<file path="config.mk">
export PLATFORM = sky130hd
export DESIGN_NAME = multi_charset_char_reader_unit
export DESIGN_NICKNAME = d
export VERILOG_FILES = /design/src/rtl/mcr_pkg.sv /design/src/rtl/multi_charset_char_reader_unit.sv /design/src/rtl/mcr_decoder.sv
export VERILOG_INCLUDE_DIRS = /design/src /design/src/rtl
export SDC_FILE = /design/constraint.sdc
export NUM_CORES = 1
export LEC_CHECK = 0
export ABC_AREA = 1
export BUFFER_PORTS_ARGS = -buffer_cell sky130_fd_sc_hd__buf_2
export CELL_PAD_IN_SITES_DETAIL_PLACEMENT = 1
export CELL_PAD_IN_SITES_GLOBAL_PLACEMENT = 1
export CORE_MARGIN = 1
export CORE_UTILIZATION = 43
export CTS_BUF_LIST = sky130_fd_sc_hd__clkbuf_4 sky130_fd_sc_hd__clkbuf_8
export DETAILED_ROUTE_END_ITERATION = 8
export PLACE_DENSITY = 0.86
export RECOVER_POWER = 50
export SLEW_MARGIN = 20
export SYNTH_ARGS = -nofsm -noshare
export SYNTH_HDL_FRONTEND = slang
export SYNTH_SLANG_ARGS = --single-unit
</file>
<file path="constraint.sdc">
create_clock -name clock -period 2.91 [get_ports clock]
set_input_delay 0.1455 -clock clock [delete_from_list [all_inputs] [get_ports clock]]
set_output_delay 0.1455 -clock clock [all_outputs]
set_load 0.005 [all_outputs]
</file>
<file path="src/rtl/assert_macros.svh">
// assertion macros for the rtl of the character reader
// no dependencies; taken in by include where checks are written
`ifndef ASSERT_MACROS_SVH
`define ASSERT_MACROS_SVH

`ifndef SYNTHESIS

// property must hold at every rising edge outside reset
`define MCR_ASSERT(label, clk, rst, prop) \
   label: assert property (@(posedge clk) disable iff (rst) (prop)) \
      else $error("assertion failed");

// expression must never be true at a rising edge outside reset
`define MCR_ASSERT_NEVER(label, clk, rst, expr) \
   label: assert property (@(posedge clk) disable iff (rst) !(expr)) \
      else $error("forbidden condition seen");

`else

`define MCR_ASSERT(label, clk, rst, prop)
`define MCR_ASSERT_NEVER(label, clk, rst, expr)

`endif

`endif

</file>
<file path="src/rtl/mcr_pkg.sv">
// shared types and constants of the multi-charset character reader
// no dependencies; imported by the decoder and the top level
package mcr_pkg;

   typedef enum logic [1:0] {
      MODE_EUCJP = 2'd0,
      MODE_SJIS  = 2'd1,
      MODE_UTF8  = 2'd2,
      MODE_UTF16 = 2'd3
   } mode_type;

   localparam logic [7:0]  EUC_SS3_LEAD  = 8'h8F;
   localparam logic [5:0]  SURR_HI_TAG   = 6'b110110;
   localparam logic [5:0]  SURR_LO_TAG   = 6'b110111;
   localparam logic [23:0] SUPP_BASE     = 24'h010000;
   localparam logic [2:0]  UNITS_INVALID = 3'd0;
   localparam logic [2:0]  UNITS_MAX     = 3'd4;

   typedef struct packed {
      logic [15:0] unit0;
      logic [15:0] unit1;
      logic [15:0] unit2;
      logic [15:0] unit3;
   } req_type;

   typedef struct packed {
      logic [23:0] char_code;
      logic [2:0]  units_used;
   } rsp_type;

endpackage

</file>
<file path="src/rtl/multi_charset_char_reader_unit.sv">
// top level of the multi-charset character reader
// depends on mcr_pkg, mcr_decoder and assert_macros.svh
//
// decodes the one character at the head of a four unit window in the
// encoding chosen by csr_wr_data (0 euc-jp, 1 shift_jis, 2 utf-8, 3 utf-16).
// a transaction is taken whenever start is high and busy is low; busy is
// high only while reset is asserted, so one window per clock is sustained.
// each window gives exactly one result: it waits in the input register,
// then passes through the decoder into the result register. rsp_strobe
// marks the result for a single cycle and cannot be held off, so the
// receiver must take it then. units_used of zero flags an invalid
// sequence, with char_code forced to zero. in byte modes only the low 8
// bits of each unit are looked at. write the mode only while no
// transaction is in flight.
`include "assert_macros.svh"

module multi_charset_char_reader_unit
   import mcr_pkg::*;
(
   input  logic       clock,
   input  logic       reset,
   // request transaction
   input  logic       start,
   output logic       busy,
   input  req_type    req_data,
   // result transaction
   output logic       rsp_strobe,
   output rsp_type    rsp_data,
   // mode register
   input  logic       csr_wr_en,
   input  logic [1:0] csr_wr_data
);

   // mode register
   mode_type mode_ff, mode_in;

   // input stage: captured window and its valid flag
   logic    req_valid_ff, req_valid_in;
   req_type req_data_ff;

   // result stage
   logic    rsp_valid_ff, rsp_valid_in;
   rsp_type rsp_data_ff, rsp_data_in;

   logic accept;

   // no stall source inside, only reset holds requests off
   assign busy   = reset;
   assign accept = start && !busy;

   assign mode_in      = csr_wr_en ? mode_type'(csr_wr_data) : mode_ff;
   assign req_valid_in = accept;
   assign rsp_valid_in = req_valid_ff;

   always_ff @(posedge clock) begin
      if (reset) begin
         mode_ff      <= MODE_EUCJP;
         req_valid_ff <= 1'b0;
         rsp_valid_ff <= 1'b0;
      end else begin
         mode_ff      <= mode_in;
         req_valid_ff <= req_valid_in;
         rsp_valid_ff <= rsp_valid_in;
      end
   end

   // payload registers, no reset needed
   always_ff @(posedge clock) begin
      if (accept) begin
         req_data_ff <= req_data;
      end
      if (req_valid_ff) begin
         rsp_data_ff <= rsp_data_in;
      end
   end

   // single pass decode between the two register stages
   mcr_decoder u_decoder (
      .mode   (mode_ff),
      .window (req_data_ff),
      .result (rsp_data_in)
   );

   assign rsp_strobe = rsp_valid_ff;
   assign rsp_data   = rsp_data_ff;

   // every taken transaction yields a result through the input and result registers
   `MCR_ASSERT(a_accept_to_result, clock, reset, accept |-> ##2 rsp_strobe)
   // no result without a transaction taken earlier
   `MCR_ASSERT(a_result_has_source, clock, reset, rsp_strobe |-> $past(accept, 2))
   // an invalid result carries a zero code
   `MCR_ASSERT_NEVER(a_invalid_code_zero, clock, reset,
      rsp_strobe && rsp_data.units_used == UNITS_INVALID && rsp_data.char_code != 24'h0)
   // length never exceeds the window
   `MCR_ASSERT_NEVER(a_length_in_window, clock, reset,
      rsp_strobe && rsp_data.units_used > UNITS_MAX)

endmodule

</file>
<file path="src/rtl/mcr_decoder.sv">
// combinational decode of the character at the head of a four unit window
// depends on mcr_pkg for the window, result and mode types
module mcr_decoder
   import mcr_pkg::*;
(
   input  mode_type mode,
   input  req_type  window,
   output rsp_type  result
);

   logic [7:0]  b0, b1, b2, b3;
   logic        t1, t2, t3;
   logic        hi0, lo0, lo1, zero1;
   logic [23:0] code;
   logic [2:0]  used;

   assign b0 = window.unit0[7:0];
   assign b1 = window.unit1[7:0];
   assign b2 = window.unit2[7:0];
   assign b3 = window.unit3[7:0];

   // utf-8 continuation bytes are 10xxxxxx
   assign t1 = (b1[7:6] == 2'b10);
   assign t2 = (b2[7:6] == 2'b10);
   assign t3 = (b3[7:6] == 2'b10);

   assign hi0   = (window.unit0[15:10] == SURR_HI_TAG);
   assign lo0   = (window.unit0[15:10] == SURR_LO_TAG);
   assign lo1   = (window.unit1[15:10] == SURR_LO_TAG);
   assign zero1 = (window.unit1 == 16'h0000);

   always_comb begin
      code = 24'h000000;
      used = UNITS_INVALID;
      unique case (mode)
         MODE_EUCJP: begin
            if (b0 <= 8'h7F) begin
               code = {16'h0000, b0};
               used = 3'd1;
            end else if (b0 != EUC_SS3_LEAD) begin
               code = {8'h00, b0, b1};
               used = 3'd2;
            end else begin
               code = {b0, b1, b2};
               used = 3'd3;
            end
         end
         MODE_SJIS: begin
            if (b0 <= 8'h7F || (b0 >= 8'hA1 && b0 <= 8'hDF)) begin
               code = {16'h0000, b0};
               used = 3'd1;
            end else if ((b0 >= 8'h81 && b0 <= 8'h9F) || (b0 >= 8'hE0 && b0 <= 8'hFC)) begin
               code = {8'h00, b0, b1};
               used = 3'd2;
            end
         end
         MODE_UTF8: begin
            if (b0 < 8'h80) begin
               code = {16'h0000, b0};
               used = 3'd1;
            end else if (b0 >= 8'hC2 && b0 < 8'hE0) begin
               if (t1) begin
                  code = {13'h0000, b0[4:0], b1[5:0]};
                  used = 3'd2;
               end
            end else if (b0 >= 8'hE0 && b0 < 8'hF0) begin
               // overlong when the lead nibble and b1 bit 5 are all zero
               if (t1 && t2 && !(b0[3:0] == 4'h0 && !b1[5])) begin
                  code = {8'h00, b0[3:0], b1[5:0], b2[5:0]};
                  used = 3'd3;
               end
            end else if (b0 >= 8'hF0 && b0 < 8'hF8) begin
               if (t1 && t2 && t3 && !(b0[2:0] == 3'h0 && b1[5:4] == 2'b00)) begin
                  code = {3'b000, b0[2:0], b1[5:0], b2[5:0], b3[5:0]};
                  used = UNITS_MAX;
               end
            end
         end
         MODE_UTF16: begin
            if (hi0 && lo1) begin
               code = SUPP_BASE + {4'h0, window.unit0[9:0], window.unit1[9:0]};
               used = 3'd2;
            end else if ((hi0 || lo0) && zero1) begin
               // lone surrogate followed by a zero unit passes through
               code = {8'h00, window.unit0};
               used = 3'd2;
            end else if (!hi0 && !lo0) begin
               code = {8'h00, window.unit0};
               used = 3'd1;
            end
         end
         default: begin
            code = 24'h000000;
            used = UNITS_INVALID;
         end
      endcase
   end

   assign result.char_code  = (used == UNITS_INVALID) ? 24'h000000 : code;
   assign result.units_used = used;

endmodule
</file>
==> results.md <==
- Fraction of post-synthesis cell area in the top cell type by area: roughly half
- Number of antenna violations at the first check in global routing: 0
- Worst hold stages: 3
- Weighted congestion at the end of routability-driven global placement: approximately 0.98
- Final critical-path share of the clock period: ~84%
- Number of rows in the core area: 37
- Resized Gates After CTS: 0
- Die boundary height: 105.5 um
- Clock sink count: a little under 80
- Critical path's slowest cell: edfxtp_1
- CP dominant cell by count: nand2_1
- DRC errors left: 0
- Worst flop-to-flop path endpoint: rsp_data[19]$_SDFFCE_PN0P_
- Worst reg-to-reg path cell count: 8
- Clk slew on worst S/H paths: 90 ps
- Critical Path Source Type: flip-flop
- Count of inserted antenna diode cells: 0
- Peak Freq: about 0.41 GHz
- Pwr/cell area: 460.2 nW/um^2
- Num CTS Buffers: 9
- Unrepaired setup endpoints after global routing: false
- Cell area reported after detailed placement: between 5000 and 6000 um^2
- Final setup TNS: 0 ps
- Leading cell types in the layout, fill and taps excluded: nand2_1 (129), buf_2 (78), edfxtp_1 (75)
- Post-Synthesis Net Count: between 500 and 600
- Worst clock skew on the final layout: 19.55 ps
- Count of final max-slew check failures: between 50 and 60
- Peak per-stage delay on the critical path: around 580 ps
- Data required, critical path: about 3000 ps
- Number of global-route vias before repair: about 4800
- Post-synthesis sequential area ratio: 50.61%
- Synth unique cells: 40
- Total area of multi-input combinational cells: approximately 1900 um^2
- Share of post-route cells with drive strength above 1: 23.44%
- Final setup violating endpoints: 0
- Detailed-route wire length: 16.19 mm
- Total iterations of the first detailed-routing run: 7
- Period minus WS final: between 2000 and 2500 ps
- Clock latency on the worst-skew pair: approximately 380 ps
- Worst-case register-to-register setup slack: approximately 460 ps
- Maximum vdd ir drop: a little over 300 uV
- Static Leak: about 0.0024 uW
- WL per Instance: 20.42 um
- Relative slew slack: -60.90%
- Warning count from the yosys run: 0
- Count of max-cap constraint violations: 2
- Final non-filler cell area: 5861 um^2
- Register Area: 2332 um^2
- Setup Crit Path Kind: reg -> reg
- Chip width: 105.5 um
- Largest cells by area after synthesis: edfxtp_1 (49%), nand2_1 (11%), nand4_1 (4.6%)
- Element type at the critical path end: flip-flop
- Global-route wire length before repair: 25.29 mm
- Worst hold-check slack: -0.3565 ps
- Maximum number of pins on one net before global-route repair: 29
- Violated checks: hold timing, capacitance limit, slew limit
- Layout Nets: 725
- Number of endpoints with negative hold slack in the final report: 1
- Die footprint: 11130 um^2
- Slew at the pin closest to its max-slew limit: approximately 2400 ps
- Placed wire-length estimate: 11.29 mm
- CP cell instances: inv_6 > nand2_1 > nor2_2 > nand2_1 > buf_4 > nor2_1 > inv_2 > o211ai_1
- Buffer cell driving the clock tree root: clkbuf_8
- Post-synthesis cell area: 4608 um^2
- I/O pin total: 99
- Via count of the routed design: approximately 4500
- Vias per cell: between 5 and 6
- Initial cell density of the core: approximately 44%
- Most common cell after layout, fill and taps aside: nand2_1
- Clock tree from TritonCTS: yes
- Port-buffer cells: 82
- Startpoint of the worst register-to-register path: req_data_ff[52]$_DFFE_PP_
- Remaining global-route overflow: 0
- Number of nets still failing antenna checks after routing: 0
- Worst hold path class: in -> reg
- H-tree depth reported by CTS: 3
- Outcome: finished, violations left
- Post-synthesis cell count: approximately 510
- Synth-to-Final Area Change: 27.18%
- Critical Path Fanout Max: 15
- Maximum clock path buffer count: 2
- Number of fill cells: around 1200
- Post-synthesis register bit count: 79
- Mean instance size in the synthesized netlist: 9.018 um^2
- Worst Path Arrival: 2630 ps
- Cell accounting for the most synthesized area: edfxtp_1
- Total track usage: a little under a third
- Core outline area: 10370 um^2
- Terminating pin of the worst hold path: req_valid_ff$_SDFF_PP0_
- Worst hold path startpoint: start
- Setup bufs post-CTS: 0
- Number of DRC violations after detailed-routing iteration 0: ~290
## worst max-delay path: cells and delay by family (launching register included)
| family | cells | cell delay [ps] |
|---|---|---|
| AND/OR/NAND/NOR | 4 | 850 |
| flip-flops | 1 | 580 |
| buffers and inverters | 3 | 670 |
| AO/OA/AOI/OAI | 1 | 150 |
## worst max path at each step
stage | start | to | cells after the start
6_report | req_data_ff[52]$_DFFE_PP_ | rsp_data[19]$_SDFFCE_PN0P_ | 8
5_1_grt | req_data_ff[54]$_DFFE_PP_ | rsp_data[19]$_SDFFCE_PN0P_ | 9
4_1_cts | req_data_ff[55]$_DFFE_PP_ | rsp_data[7]$_SDFFCE_PN0P_ | 9
3_5_place_dp | req_data_ff[52]$_DFFE_PP_ | rsp_data[7]$_SDFFCE_PN0P_ | 8
3_3_place_gp | req_data_ff[52]$_DFFE_PP_ | rsp_data[7]$_SDFFCE_PN0P_ | 8
2_1_floorplan | start | req_data_ff[0]$_DFFE_PP_ | 2
## stage by stage
step                power [uW]  setup slack, ps  cells  utilization, %
floorplan                 1631            236.7    511               -
global placement          1780            660.9    729           50.10
detailed placement        1799            570.4    729           50.10
CTS                       2691            535.1    793           56.67
global route              2784            383.1    793           56.52
finish                    2697            462.0    793           56.52
## timing repair
action,CTS,global route
hold buffers,48,0
endpoints found under the setup margin,0,0
hold endpoints to repair,48,0
## state kept, by name, summed over array words and instances (netlist names)
name	count
req_data_ff	48
rsp_data	27
mode_ff	2
req_valid_ff	1
rsp_strobe	1
## cell families (layout without fill, tap and decap cells)
group | count (synthesis) | in the layout | share of synthesized area [%]
DFF | 79 | 79 | 50.61
xor gates and xnor gates | 1 | 1 | 0.1901
other | 1 | 1 | 0.08138
AOI/OAI and AO/OA | 64 | 64 | 8.363
and+or+nand+nor | 288 | 288 | 31.96
adders and majority gates | 3 | 3 | 0.8146
buffers and inverters | 75 | 221 | 7.983
## layer usage
layer | routed length [um] | GRT usage, % | vias up | share of wire (%)
li1 | - | - | 2035 | -
met1 | 6478 | 36.18 | 2171 | 40
met2 | 8178 | 53.76 | 196 | 51
met3 | 905 | 6.061 | 56 | 5.6
met4 | 628 | 15.18 | 0 | 3.9
met5 | 0 | 0 | - | 0
## where the power goes
part           leakage [uW]  total, uW  internal (uW)  switching, uW
Combinational       0.00159        452            176            275
Sequential         0.000734       1380           1330           54.2
Clock             0.0000925        862            410            451
## final cells by class
type	instances	area share [%]
timing repair buffer	146	17.31
multi-input combinational	357	32.56
clock inverter	6	1.196
tap	136	2.903
clock buffer	10	2.242
sequential	79	39.80
inverter	59	3.992
## cell usage after synthesis (all sizes together)
cell type / instances
nand3b: 1
conb: 1
a211oi: 1
a21oi: 20
o211ai: 14
inv: 57
ha: 3
a31oi: 1
buf: 16
o2111ai: 3
nor2: 52
and2: 2
xor2: 1
o21ai: 25
or2: 1
dfxtp: 4
edfxtp: 75
nand4: 34
nand2: 145
nor3: 8
clkinv: 2
nand3: 45
No activity file was read; power rests on OpenSTA's default activity.
